`config.mk`:
```
export PLATFORM = sky130hd
export DESIGN_NAME = first_fit_heap_allocator_flat
export DESIGN_NICKNAME = d
export VERILOG_FILES = /design/src/sv/ffha_pkg.sv /design/src/sv/ffha_if.sv /design/src/sv/first_fit_heap_allocator.sv /design/src/sv/ffha_ram.sv /design/src/flat_wrapper.sv
export SDC_FILE = /design/constraint.sdc
export NUM_CORES = 2
export LEC_CHECK = 0
export BUFFER_PORTS_ARGS = -buffer_cell sky130_fd_sc_hd__buf_2
export CAP_MARGIN = 20
export CORE_UTILIZATION = 58
export DETAILED_ROUTE_END_ITERATION = 10
export HOLD_SLACK_MARGIN = 0.1
export PLACE_DENSITY = 0.85
export SLEW_MARGIN = 30
export SYNTH_ARGS = -nofsm -noshare
export SYNTH_HDL_FRONTEND = slang
export SYNTH_HIERARCHICAL = 1
export SYNTH_SLANG_ARGS = --single-unit
```
`constraint.sdc`:
```
create_clock -name clock -period 16.3 [get_ports clock]
set_input_delay 3.26 -clock clock [delete_from_list [all_inputs] [get_ports clock]]
set_output_delay 3.26 -clock clock [all_outputs]
set_load 0.01 [all_outputs]
```
`src/sv/ffha_pkg.sv`:
```
package ffha_pkg;
   localparam int unsigned HeapBytes   = 16777216;
   localparam int unsigned AlignBytes  = 8;
   localparam int unsigned HeaderBytes = 12;
   localparam int unsigned MaxBlocks   = 64;
   localparam int unsigned IdxW        = $clog2(MaxBlocks);
   localparam int unsigned CntW        = $clog2(MaxBlocks + 1);
   localparam int unsigned OffW        = 24;
   localparam int unsigned SizeW       = 25;

   localparam logic [2:0] ST_ALLOC   = 3'd0;
   localparam logic [2:0] ST_NOFIT   = 3'd1;
   localparam logic [2:0] ST_ZERO    = 3'd2;
   localparam logic [2:0] ST_FREED   = 3'd3;
   localparam logic [2:0] ST_IGNORED = 3'd4;

   localparam logic REQ_ALLOC = 1'b0;
   localparam logic REQ_FREE  = 1'b1;

   typedef struct packed {
      logic [OffW-1:0]  start;
      logic [SizeW-1:0] size;
      logic             free;
   } entry_type;

   localparam int unsigned EntryW = $bits(entry_type);

   typedef struct packed {
      logic [0:0]  req_type;
      logic [31:0] req_size;
      logic [23:0] free_offset;
   } req_type_type;

   typedef struct packed {
      logic [2:0]  status;
      logic [23:0] grant_offset;
   } rsp_type;
endpackage

```
`src/sv/ffha_if.sv`:
```
interface ffha_req_if;
   logic                  valid;
   logic                  ready;
   ffha_pkg::req_type_type payload;
   modport source (output valid, output payload, input ready);
   modport sink   (input valid, input payload, output ready);
endinterface

interface ffha_rsp_if;
   logic              valid;
   logic              ready;
   ffha_pkg::rsp_type payload;
   modport source (output valid, output payload, input ready);
   modport sink   (input valid, input payload, output ready);
endinterface

```
`src/sv/first_fit_heap_allocator.sv`:
```
// One transaction at a time. The block table lives in a single-port-read
// RAM of MaxBlocks entries; each step reads one entry and may write one.
// An allocate walks forward to the first fit, and when it splits it shifts
// the tail up one entry per cycle. A free walks to the matching entry,
// then compacts the table in one forward pass that merges free runs, one
// entry per cycle. After reset an initialising state writes the first
// entry before the first request.
module first_fit_heap_allocator (
   input  logic             clock,
   input  logic             reset,
   ffha_req_if.sink         req,
   ffha_rsp_if.source       rsp,
   input  logic             csr_wr_en,
   input  logic [12:0]      csr_wr_data
);
   typedef enum logic [8:0] {
      S_INIT  = 9'b000000001,
      S_IDLE  = 9'b000000010,
      S_SCAN  = 9'b000000100,
      S_SHIFT = 9'b000001000,
      S_PUTA  = 9'b000010000,
      S_MERGE = 9'b000100000,
      S_MFLSH = 9'b001000000,
      S_RESP  = 9'b010000000,
      S_FIND  = 9'b100000000
   } state_type;

   localparam logic [ffha_pkg::SizeW-1:0] HdrS = ffha_pkg::SizeW'(ffha_pkg::HeaderBytes);

   state_type state_ff, state_in;
   logic [12:0] split_min_ff;
   logic [ffha_pkg::CntW-1:0] count_ff, count_in;
   logic [ffha_pkg::CntW-1:0] idx_ff, idx_in;   // entry being read (address)
   logic [ffha_pkg::CntW-1:0] wptr_ff, wptr_in; // write index during merge
   logic rd_pend_ff, rd_pend_in;
   logic [ffha_pkg::SizeW-1:0] need_ff, need_in;
   logic [ffha_pkg::OffW-1:0] off_ff, off_in;
   ffha_pkg::entry_type carry_ff, carry_in; // pending entry for merge
   logic carry_v_ff, carry_v_in;
   ffha_pkg::entry_type split_ff, split_in;
   logic [ffha_pkg::CntW-1:0] split_at_ff, split_at_in;
   ffha_pkg::rsp_type rsp_ff, rsp_in;
   logic rsp_v_ff, rsp_v_in;

   logic we;
   logic [ffha_pkg::IdxW-1:0] wa, ra;
   ffha_pkg::entry_type wd, rd;
   logic [ffha_pkg::EntryW-1:0] rd_raw;

   assign rd = ffha_pkg::entry_type'(rd_raw);

   ffha_ram #(.Depth(ffha_pkg::MaxBlocks), .Width(ffha_pkg::EntryW)) u_ram (
      .clock   (clock),
      .wr_en   (we),
      .wr_addr (wa),
      .wr_data (ffha_pkg::EntryW'(wd)),
      .rd_addr (ra),
      .rd_data (rd_raw)
   );

   logic [32:0] rounded;
   logic [ffha_pkg::SizeW+13:0] split_lim;
   logic [ffha_pkg::SizeW-1:0] leftover;
   logic last;

   assign req.ready   = (state_ff == S_IDLE) && !rsp_v_ff;
   assign rsp.valid   = rsp_v_ff;
   assign rsp.payload = rsp_ff;

   always_comb begin
      rounded   = ({1'b0, req.payload.req_size} + 33'(ffha_pkg::AlignBytes - 1))
                  / 33'(ffha_pkg::AlignBytes) * 33'(ffha_pkg::AlignBytes);
      split_lim = (ffha_pkg::SizeW+14)'(need_ff) + (ffha_pkg::SizeW+14)'(HdrS)
                  + (ffha_pkg::SizeW+14)'(split_min_ff);
      leftover  = rd.size - need_ff - HdrS;
      last      = (idx_ff + 1'b1 >= count_ff);
   end

   always_comb begin
      state_in    = state_ff;
      count_in    = count_ff;
      idx_in      = idx_ff;
      wptr_in     = wptr_ff;
      rd_pend_in  = 1'b0;
      need_in     = need_ff;
      off_in      = off_ff;
      carry_in    = carry_ff;
      carry_v_in  = carry_v_ff;
      split_in    = split_ff;
      split_at_in = split_at_ff;
      rsp_in      = rsp_ff;
      rsp_v_in    = rsp_v_ff && !rsp.ready;
      we = 1'b0;
      wa = idx_ff[ffha_pkg::IdxW-1:0];
      wd = rd;
      ra = idx_ff[ffha_pkg::IdxW-1:0];
      case (state_ff)
         S_INIT: begin
            we = 1'b1;
            wa = '0;
            wd.start = '0;
            wd.size  = ffha_pkg::SizeW'(ffha_pkg::HeapBytes - ffha_pkg::HeaderBytes);
            wd.free  = 1'b1;
            state_in = S_IDLE;
         end
         S_IDLE: begin
            idx_in = '0;
            ra = '0;
            if (req.valid && req.ready) begin
               off_in = req.payload.free_offset;
               need_in = ffha_pkg::SizeW'(rounded);
               rsp_in.grant_offset = '0;
               if (req.payload.req_type == ffha_pkg::REQ_ALLOC &&
                   req.payload.req_size == '0) begin
                  rsp_in.status = ffha_pkg::ST_ZERO;
                  state_in = S_RESP;
               end else if (req.payload.req_type == ffha_pkg::REQ_ALLOC &&
                            req.payload.req_size > 32'(ffha_pkg::HeapBytes)) begin
                  rsp_in.status = ffha_pkg::ST_NOFIT;
                  state_in = S_RESP;
               end else begin
                  rd_pend_in = 1'b1;
                  state_in = (req.payload.req_type == ffha_pkg::REQ_ALLOC) ? S_SCAN : S_FIND;
               end
            end
         end
         S_SCAN: begin
            if (rd_pend_ff) begin
               if (rd.free && rd.size >= need_ff) begin
                  rsp_in.status = ffha_pkg::ST_ALLOC;
                  rsp_in.grant_offset = rd.start + ffha_pkg::OffW'(ffha_pkg::HeaderBytes);
                  we = 1'b1;
                  wd.free = 1'b0;
                  if (count_ff < ffha_pkg::CntW'(ffha_pkg::MaxBlocks) &&
                      (ffha_pkg::SizeW+14)'(rd.size) > split_lim) begin
                     wd.size = need_ff;
                     split_in.start = rd.start + ffha_pkg::OffW'(need_ff)
                                      + ffha_pkg::OffW'(ffha_pkg::HeaderBytes);
                     split_in.size  = leftover;
                     split_in.free  = 1'b1;
                     split_at_in = idx_ff + 1'b1;
                     // Shift from the top down to make room.
                     idx_in = count_ff - 1'b1;
                     ra = count_in[ffha_pkg::IdxW-1:0] - 1'b1;
                     rd_pend_in = 1'b1;
                     state_in = S_SHIFT;
                  end else begin
                     state_in = S_RESP;
                  end
               end else if (last) begin
                  rsp_in.status = ffha_pkg::ST_NOFIT;
                  rsp_in.grant_offset = '0;
                  state_in = S_RESP;
               end else begin
                  idx_in = idx_ff + 1'b1;
                  ra = idx_in[ffha_pkg::IdxW-1:0];
                  rd_pend_in = 1'b1;
               end
            end
         end
         S_SHIFT: begin
            if (idx_ff < split_at_ff) begin
               state_in = S_PUTA;
            end else if (rd_pend_ff) begin
               we = 1'b1;
               wa = ffha_pkg::IdxW'(idx_ff + 1'b1);
               wd = rd;
               idx_in = idx_ff - 1'b1;
               ra = idx_in[ffha_pkg::IdxW-1:0];
               rd_pend_in = 1'b1;
            end
         end
         S_PUTA: begin
            we = 1'b1;
            wa = split_at_ff[ffha_pkg::IdxW-1:0];
            wd = split_ff;
            count_in = count_ff + 1'b1;
            state_in = S_RESP;
         end
         S_FIND: begin
            if (rd_pend_ff) begin
               if (rd.start + ffha_pkg::OffW'(ffha_pkg::HeaderBytes) == off_ff &&
                   {1'b0, rd.start} + 25'(ffha_pkg::HeaderBytes) < 25'(1 << 24)) begin
                  rsp_in.grant_offset = '0;
                  if (!rd.free) begin
                     rsp_in.status = ffha_pkg::ST_FREED;
                     we = 1'b1;
                     wd.free = 1'b1;
                     // Compaction pass over the whole table from entry 0.
                     idx_in = '0;
                     ra = '0;
                     wptr_in = '0;
                     carry_v_in = 1'b0;
                     rd_pend_in = 1'b1;
                     state_in = S_MERGE;
                  end else begin
                     rsp_in.status = ffha_pkg::ST_IGNORED;
                     state_in = S_RESP;
                  end
               end else if (last) begin
                  rsp_in.status = ffha_pkg::ST_IGNORED;
                  rsp_in.grant_offset = '0;
                  state_in = S_RESP;
               end else begin
                  idx_in = idx_ff + 1'b1;
                  ra = idx_in[ffha_pkg::IdxW-1:0];
                  rd_pend_in = 1'b1;
               end
            end
         end
         S_MERGE: begin
            // The freed entry's write lands at the edge of the first read, so
            // that read may be stale; the first cycle here reads entry 0 again.
            if (rd_pend_ff) begin
               if (carry_v_ff && carry_ff.free && rd.free) begin
                  carry_in.size = carry_ff.size + HdrS + rd.size;
               end else begin
                  if (carry_v_ff) begin
                     we = 1'b1;
                     wa = wptr_ff[ffha_pkg::IdxW-1:0];
                     wd = carry_ff;
                     wptr_in = wptr_ff + 1'b1;
                  end
                  carry_in = rd;
                  carry_v_in = 1'b1;
               end
               if (last) begin
                  state_in = S_MFLSH;
               end else begin
                  idx_in = idx_ff + 1'b1;
                  ra = idx_in[ffha_pkg::IdxW-1:0];
                  rd_pend_in = 1'b1;
               end
            end else begin
               rd_pend_in = 1'b1;
            end
         end
         S_MFLSH: begin
            we = 1'b1;
            wa = wptr_ff[ffha_pkg::IdxW-1:0];
            wd = carry_ff;
            count_in = wptr_ff + 1'b1;
            state_in = S_RESP;
         end
         S_RESP: begin
            rsp_v_in = 1'b1;
            state_in = S_IDLE;
         end
         default: state_in = S_IDLE;
      endcase
   end

   // The freed entry's write and the first read of entry 0, issued in FIND,
   // land on the same edge, so the registered read may return the old entry.
   // The non-pending first step of MERGE reads entry 0 again after the write
   // has landed, so the merge sees the freed entry.
   logic merge_first_ff;

   always_ff @(posedge clock) begin
      if (reset) begin
         state_ff     <= S_INIT;
         split_min_ff <= 13'd16;
         count_ff     <= ffha_pkg::CntW'(1);
         rd_pend_ff   <= 1'b0;
         rsp_v_ff     <= 1'b0;
         carry_v_ff   <= 1'b0;
         merge_first_ff <= 1'b0;
      end else begin
         state_ff   <= state_in;
         count_ff   <= count_in;
         rd_pend_ff <= (state_ff == S_FIND && state_in == S_MERGE) ? 1'b0 : rd_pend_in;
         rsp_v_ff   <= rsp_v_in;
         carry_v_ff <= carry_v_in;
         merge_first_ff <= (state_in == S_MERGE) && (state_ff != S_MERGE);
         if (csr_wr_en) begin
            split_min_ff <= csr_wr_data;
         end
      end
   end

   always_ff @(posedge clock) begin
      idx_in_hold: begin
         idx_ff      <= (state_ff == S_FIND && state_in == S_MERGE) ? idx_in :
                        (state_ff == S_MERGE && !rd_pend_ff) ? idx_ff : idx_in;
      end
      wptr_ff     <= wptr_in;
      need_ff     <= need_in;
      off_ff      <= off_in;
      carry_ff    <= carry_in;
      split_ff    <= split_in;
      split_at_ff <= split_at_in;
      rsp_ff      <= rsp_in;
   end

   a_one_rsp: assert property (@(posedge clock) disable iff (reset)
      rsp_v_ff && !rsp.ready |=> rsp_v_ff && $stable(rsp_ff)) else $error("rsp dropped");
   a_count: assert property (@(posedge clock) disable iff (reset)
      count_ff != '0 && count_ff <= ffha_pkg::CntW'(ffha_pkg::MaxBlocks))
      else $error("count out of range");
   a_grant: assert property (@(posedge clock) disable iff (reset)
      rsp_v_ff && rsp_ff.status != ffha_pkg::ST_ALLOC |-> rsp_ff.grant_offset == '0)
      else $error("grant nonzero");
   a_idle_ready: assert property (@(posedge clock) disable iff (reset)
      req.ready |-> state_ff == S_IDLE) else $error("ready outside idle");
   a_merge_first: assert property (@(posedge clock) disable iff (reset)
      merge_first_ff |-> !rd_pend_ff) else $error("merge read too early");
endmodule

```
`src/sv/ffha_ram.sv`:
```
module ffha_ram #(
   parameter int unsigned Depth = 64,
   parameter int unsigned Width = 8
) (
   input  logic                     clock,
   input  logic                     wr_en,
   input  logic [$clog2(Depth)-1:0] wr_addr,
   input  logic [Width-1:0]         wr_data,
   input  logic [$clog2(Depth)-1:0] rd_addr,
   output logic [Width-1:0]         rd_data
);
   logic [Width-1:0] mem [Depth];

   always_ff @(posedge clock) begin
      if (wr_en) begin
         mem[wr_addr] <= wr_data;
      end
      rd_data <= mem[rd_addr];
   end
endmodule

```
`src/flat_wrapper.sv`:
```
// flat-port wrapper written by rule: the top's interface ports become plain ports
module first_fit_heap_allocator_flat 
  (clock, reset, csr_wr_en, csr_wr_data, req_valid, req_payload, req_ready, rsp_valid, rsp_payload, rsp_ready);
  ffha_req_if req_i ();
  ffha_rsp_if rsp_i ();
  input  logic clock;
  input  logic reset;
  input  logic csr_wr_en;
  input  logic [12:0] csr_wr_data;
  input wire logic [$bits(req_i.valid)-1:0] req_valid;
  input wire logic [$bits(req_i.payload)-1:0] req_payload;
  output wire logic [$bits(req_i.ready)-1:0] req_ready;
  output wire logic [$bits(rsp_i.valid)-1:0] rsp_valid;
  output wire logic [$bits(rsp_i.payload)-1:0] rsp_payload;
  input wire logic [$bits(rsp_i.ready)-1:0] rsp_ready;
  assign req_i.valid = req_valid;
  assign req_i.payload = req_payload;
  assign req_ready = req_i.ready;
  assign rsp_valid = rsp_i.valid;
  assign rsp_payload = rsp_i.payload;
  assign rsp_i.ready = rsp_ready;
  first_fit_heap_allocator u_core (.clock(clock), .reset(reset), .req(req_i), .rsp(rsp_i), .csr_wr_en(csr_wr_en), .csr_wr_data(csr_wr_data));
endmodule
```
== After elaboration in Yosys (flattened, before gate mapping) ==
Memory sizes are Yosys's and may differ from the RTL's. A register that Yosys moved wholly into a read port is not among the register bits.
Index checks and enable logic that the tools add are counted.

* Reduce and logical (&&, ||, !) cells: 31
* Divide/modulo/power cells: 0
* Bitwise gates (word level): 2
* Shift operators: 0
* Eq/ne operators: 23
* Multiplexer cells: 107
* $lt $le $gt $ge: 7
* Multiply operators: 0
* $add $sub $neg: 17

{| class="wikitable"
|+ Operators by type and width
! kind !! number
|-
| two-way mux 27 bit || 7
|-
| two-way mux 50 bit || 3
|-
| two-way mux 7 bit || 18
|-
| case mux 25 bit (5 select lines) || 1
|-
| two-way mux 9 bit || 12
|-
| case mux 24 bit (4 select lines) || 1
|-
| two-way mux 6 bit || 15
|-
| case mux 27 bit (3 select lines) || 1
|-
| case mux 6 bit (5 select lines) || 2
|-
| case mux 9 bit (6 select lines) || 1
|-
| two-way mux 26 bit || 2
|-
| two-way mux 25 bit || 2
|-
| adder 24 x 4 -> 24 bit (second input constant) || 2
|-
| adder 39 x 13 -> 39 bit || 1
|-
| > comparator 25 x 39 -> 1 bit || 1
|-
| case mux 7 bit (5 select lines) || 1
|-
| > comparator 32 x 25 -> 1 bit (second input constant) || 1
|-
| zero test 32 bit || 1
|-
| two-way mux 1 bit || 30
|-
| case mux 7 bit (2 select lines) || 2
|-
| adder 25 x 4 -> 26 bit (second input constant) || 1
|-
| adder 24 x 4 -> 25 bit (second input constant) || 1
|-
| adder 25 bit || 1
|-
| adder 25 x 3 -> 25 bit (second input constant) || 1
|-
| 42 further kinds || 79
|}

* Logic and storage cells: 206
* Bits in read-only memories: 0
* Output and inout port bits: 29
* RAM bits: 3200
* Bits of input ports: 75
* Bits in latches: 0
* Bits in registers: 225
* Memories kept: 1

{| class="wikitable"
|+ Memories
! memory !! depth !! width !! read ports !! clocked after Yosys merged registers in !! wr ports !! RTL line !! text
|-
| u_core.u_ram.mem || 64 || 50 || 1 || 1 || 1 || ffha_ram.sv:12 || <nowiki>logic [Width-1:0] mem [Depth];</nowiki>
|}

== Logic depth before layout (Yosys ltp) ==
* Depth after elaboration: 11
* Gate-level depth with buffers: 36
* Mapped depth without buffers: 30

== Cells and area by module ==
Netlist, hierarchy kept.

{| class="wikitable"
|+ Modules (own cells, without submodules)
! module !! instances !! area an instance (µm²) !! seq. area each (µm²) !! cells each
|-
| ffha_ram || 1 || 122361.1 || 97093.1 || 5086
|-
| first_fit_heap_allocator || 1 || 18730.5 || 6436.2 || 2047
|}

== Least setup slack after synthesis ==
OpenSTA, ideal clock, no wires.

* Path kind: flip-flop to flip-flop
* Start point: register u_core.u_ram.rd_data[28], read port of u_core.u_ram.mem
* End point: memory u_core/u_ram/mem[48][0] in the netlist's numbering, enable pin
* Path slack: 9033 ps
* Arrival: 6747 ps
* Setup time: 519 ps
* Required time: 15781 ps
* Clock period less this slack: 7267 ps
* Buffers on the path: 1
* Stages on the path, launching flop included: 16
* Path through: dfxtp_1 > buf_6 > inv_1 > ha_1 > nand4b_4 > or4_4 > nor3_2 > xnor3_1 > nand4_1 > or4_4 > nor2_1 > nand2_1 > nand4_1 > a21o_1 > nand2_1 > nor3_1

* Word-level cells in the longest chain between the ends: 8
* Elaborated cells between the ends (all ways): 10
* Those cells by class: 2 x add/sub; 1 x order compare; 1 x eq/ne; 5 x mux; 1 x reduce/logical

{| class="wikitable"
|+ RTL lines
! item !! RTL line !! text
|-
| start, declared || ffha_ram.sv:10 || <nowiki>output logic [Width-1:0] rd_data</nowiki>
|-
| adder 24 x 4 -> 25 bit or adder 24 x 4 -> 24 bit (tied branches) || first_fit_heap_allocator.sv:183, first_fit_heap_allocator.sv:182 ||
|-
| < comparator 25 bit or equality test 24 bit (tied branches) || first_fit_heap_allocator.sv:183, first_fit_heap_allocator.sv:182 ||
|-
| logical AND 1 bit (*) || first_fit_heap_allocator.sv:182 || <nowiki>if (rd.start + ffha_pkg::OffW'(ffha_pkg::HeaderBytes) == off_ff &&</nowiki>
|-
| two-way mux 1 bit (*) || first_fit_heap_allocator.sv:182 ||
|-
| two-way mux 1 bit (*) || first_fit_heap_allocator.sv:181 || <nowiki>if (rd_pend_ff) begin</nowiki>
|-
| case mux 1 bit (5 select lines) (*) || first_fit_heap_allocator.sv:97 || <nowiki>case (state_ff)</nowiki>
|-
| named net u_core.we || first_fit_heap_allocator.sv:45 || <nowiki>logic we;</nowiki>
|-
| two-way mux 1 bit (*) || ffha_ram.sv:15 || <nowiki>if (wr_en) begin</nowiki>
|-
| two-way mux 1 bit (implied by the code) (*) || ffha_ram.sv:16 || <nowiki>mem[wr_addr] <= wr_data;</nowiki>
|-
| end, declared || ffha_ram.sv:12 ||
|}

Mark *: on every way through the listed nets, which the timed path passes. The rest lies on a longest branch.

== Final worst setup path ==
* Start point: register u_core/need_ff[4] in the netlist's numbering
* End point: register u_core.u_ram.rd_data[5], read port of u_core.u_ram.mem

* Word-level cells in the longest chain between the ends: 8
* Elaborated cells between the ends (all ways): 10
* Those cells by class: 2 x add/sub; 2 x order compare; 4 x mux; 2 x reduce/logical

{| class="wikitable"
|+ RTL lines
! item !! RTL line !! text
|-
| start, declared || first_fit_heap_allocator.sv:36 || <nowiki>logic [ffha_pkg::SizeW-1:0] need_ff, need_in;</nowiki>
|-
| start signal, assigned || first_fit_heap_allocator.sv:287 || <nowiki>need_ff <= need_in;</nowiki>
|-
| adder 25 x 4 -> 26 bit || first_fit_heap_allocator.sv:73 || <nowiki>split_lim = (ffha_pkg::SizeW+14)'(need_ff) + (ffha_pkg::SizeW+14)'(HdrS)</nowiki>
|-
| adder 39 x 13 -> 39 bit || first_fit_heap_allocator.sv:74 || <nowiki>+ (ffha_pkg::SizeW+14)'(split_min_ff);</nowiki>
|-
| > comparator 25 x 39 -> 1 bit || first_fit_heap_allocator.sv:135 || <nowiki>(ffha_pkg::SizeW+14)'(rd.size) > split_lim) begin</nowiki>
|-
| logical AND 1 bit || first_fit_heap_allocator.sv:134 || <nowiki>if (count_ff < ffha_pkg::CntW'(ffha_pkg::MaxBlocks) &&</nowiki>
|-
| two-way mux 6 bit || first_fit_heap_allocator.sv:134 ||
|-
| two-way mux 6 bit (*) || first_fit_heap_allocator.sv:129 || <nowiki>if (rd.free && rd.size >= need_ff) begin</nowiki>
|-
| two-way mux 6 bit (*) || first_fit_heap_allocator.sv:128 || <nowiki>if (rd_pend_ff) begin</nowiki>
|-
| case mux 6 bit (5 select lines) (*) || first_fit_heap_allocator.sv:97 ||
|-
| named net u_core.ra, one bit || first_fit_heap_allocator.sv:46 || <nowiki>logic [ffha_pkg::IdxW-1:0] wa, ra;</nowiki>
|}

Marked as above.
A chain may end at the register's enable or synchronous reset.

==> results.cfg <==
[status]
outcome = finished with violations
violations = DRC

[floorplan]
die_w_um = 495
dieArea_um2 = 245000
die_h_um = 495
io-pin-count = 104
num_rows = 180
start_util_pct = 58.5
core_area_um2 = 241000

[finish]
drive_gt1_share_pct = 24.7
fin_nets = 7702
area_growth_pct = 11.6
final_util_pct = 65.3

[timing]
period_needed_ns = 10.54
setup_viol = 0
rsz0062_at_grt = no
setup_tns_ns = 0
final_hold_viol_count = 0
relSlewSlack_pct = 23.2
max_slew.worst_pin.slew_ns = 1.15
fin_crit_sh_pct = 64.7
timing.fmax_ghz = 0.0948
slew_viol_final = 0
finClkSkew_ns = 0.0948

[synth]
syn_area_um2 = 141000
synth_area_leaders = edfxtp_1 (72%), mux4_2 (14%), ha_1 (1.9%), dfxtp_1 (1.2%), nor2_1 (0.86%)
async_flop_share_pct = 0
yosys-top-cells-count = edfxtp_1 (3393), mux4_2 (872), nor2_1 (323)
post-synth-top-count-cell = edfxtp_1
syn_inst = 7133
synth_area_per_cell_um2 = 19.8
netlist.area_leader.share_pct = 72.2
ys_ff_latch = 3475
yosysUniqueCellTypes = 113
yosysTopAreaCell = edfxtp_1
yosysWarnings = 6
ys.flop_type = edfxtp_1
syn_nets = 7428
synth-seq-area-share_pct = 73.4
synth_edf_count = 3393

[detailed_routing]
vias_per_cell = 7.66
totalWireLength_mm = 456
wl_per_cell_um = 42.1
drc = 2
dr.pass1.iters = 11
drtAntennaViolNets = 0
drt_iter0_drc = 16616
vias = 83022

[worst_setup_path]
rr_worst_depth = 29
r2r-start = u_core/need_ff[4]
path_class = reg -> reg
cp_max_fo = 109
worstPathArrival_ns = 11.33
end_kind = flop
startpoint_type = flop
slowest_stage = o22ai_1
r2r-end = u_core/u_ram/rd_data[5]
cpMostUsedCell = a21oi_1
reg2reg_slack_ns = 5.76
critPathRequiredTime_ns = 17.08
cpPeakStageDelay_ns = 0.81
critPathLaunch = u_core/need_ff[4]

[pwr]
power.density_nw_per_um2 = 127
leakagePower_nw = 50.4
fin_total_pwr_w = 0.0201
ir_drop_v = 0.000128

[cts]
post_cts_buffers = 0
htreeDepth = 5
worstSkewPairLatency_ns = 1.02
clockBufferDepth = 4
cts_tree = built
cts.reportedPaths.clkPinSlew_ns = 0.07
cts.sinks = 3475
cts_hold_buf = 0
cts_buffers = 333
cts_resized = 0
cts-root-buf = clkbuf_16

[global_route]
antenna_found_initial = 20
met1_usage_pct = 46.0
grtUsageTotal_pct = 37.3
use_met3_pct = 11.1
grt_busiest_layer = met2
grt_max_degree = 126
grt_pass1_vias = 82916
grt_pass1_wl_mm = 636
met2_usage_pct = 57.2
grt-ovfl-total = 0

[min_path]
hold_path_end = u_core/rsp.valid
worstHoldPathCells = 2
min-delay-start = u_core/rsp.valid
hold_class = reg -> reg

[place]
gp_congestion = 0.942
io_buffers = 103
hpwl_mm = 227

[run]
max-cap-violations = 0
-- cells by family (layout without fill, tap and decap cells) --
| group | after synthesis | after routing | share of synthesized area (%) |
|---|---|---|---|
| compound gates | 855 | 855 | 3.90 |
| xor+xnor | 180 | 180 | 1.20 |
| fa+ha+maj | 220 | 220 | 1.97 |
| buf+inv | 519 | 1039 | 1.78 |
| flops | 3475 | 3475 | 73.4 |
| mux | 975 | 975 | 14.7 |
| other cells | 0 | 7 | 0 |
| simple gates | 909 | 909 | 3.09 |
-- state kept, by name (all words and copies together) (netlist names), 7 cells and up --
| register | cells |
|---|---|
| u_core/state_ff | 9 |
| u_core/carry_ff | 50 |
| u_core/count_ff | 7 |
| u_core/wptr_ff | 7 |
| u_core/split_min_ff | 13 |
| u_core/need_ff | 22 |
| u_core/split_ff | 49 |
| u_core/u_ram/mem | 3200 |
| u_core/rsp.payload | 27 |
| u_core/u_ram/rd_data | 50 |
| u_core/idx_ff | 7 |
| u_core/off_ff | 24 |
| u_core/split_at_ff | 7 |
-- metal layers --
metal / part of all wire [%] / wire [um]
met1: 30 / 135000
met2: 45 / 207000
met3: 16 / 74400
met4: 8.7 / 39500
met5: 0.020 / 92
-- through the flow --
step,area (um^2),hold slack [ns],std cells,setup WS [ns]
final,158000,0.497,10845,5.76
after global routing,157000,0.528,10839,5.29
after CTS,157000,0.494,10831,5.89
after detailed placement,146000,0.487,10250,6.13
after global placement,146000,0.476,10242,6.20
after floorplan,141000,0.409,7133,9.03
-- area by class of cell --
| cell class | instances | area [um^2] |
|---|---|---|
| clock inverter | 178 | 1960 |
| sequential | 3475 | 104000 |
| multi-input combinational | 3139 | 36100 |
| tap | 3185 | 3990 |
| antenna | 7 | 17.5 |
| fill | 13650 | 83700 |
| timing repair buffer | 301 | 2370 |
| inverter | 157 | 592 |
| clock buffer | 403 | 8920 |
-- report_power, final --
part | leakage [nW] | total [W] | internal [W] | switching, W
sequential | 31.3 | 0.0102 | 0.0101 | 0.000107
combinational | 13.8 | 0.00170 | 0.000518 | 0.00118
clock | 5.31 | 0.00811 | 0.00457 | 0.00354
-- worst max path at each step --
stage / endpoint / slack, ns
2_1_floorplan: u_core/u_ram/mem[48][0] / 9.03
3_3_place_gp: u_core/u_ram/rd_data[0] / 6.20
3_5_place_dp: u_core/u_ram/rd_data[19] / 6.13
4_1_cts: u_core/u_ram/rd_data[19] / 5.89
5_1_grt: u_core/u_ram/rd_data[5] / 5.29
6_report: u_core/u_ram/rd_data[5] / 5.76
-- critical path, delay by kind of cell, from the launching register on --
family | cells | cell delay [ns]
AO/OA/AOI/OAI | 15 | 4.42
AND/OR/NAND/NOR | 6 | 1.55
buffers and inverters | 2 | 1.51
multiplexers | 2 | 1.11
adder cells (fa/ha/maj) | 3 | 0.96
flip-flops | 1 | 0.47
XOR/XNOR | 1 | 0.16
-- cells in the final DEF, fill, tap and decap left out, types with 56 or more instances in the layout --
cell type / n
o21ai_0: 145
xor2_1: 57
nor2_1: 258
inv_1: 152
nor3_1: 56
clkinv_2: 57
clkbuf_16: 343
buf_4: 167
clkinv_1: 58
xnor2_1: 115
mux4_2: 872
edfxtp_1: 3393
mux2i_1: 61
o22ai_1: 159
nor2_4: 64
dfxtp_1: 81
ha_1: 217
nand2_1: 208
a21oi_1: 215
nand3_1: 71
buf_2: 103
Power figures use the tool's default switching activity.
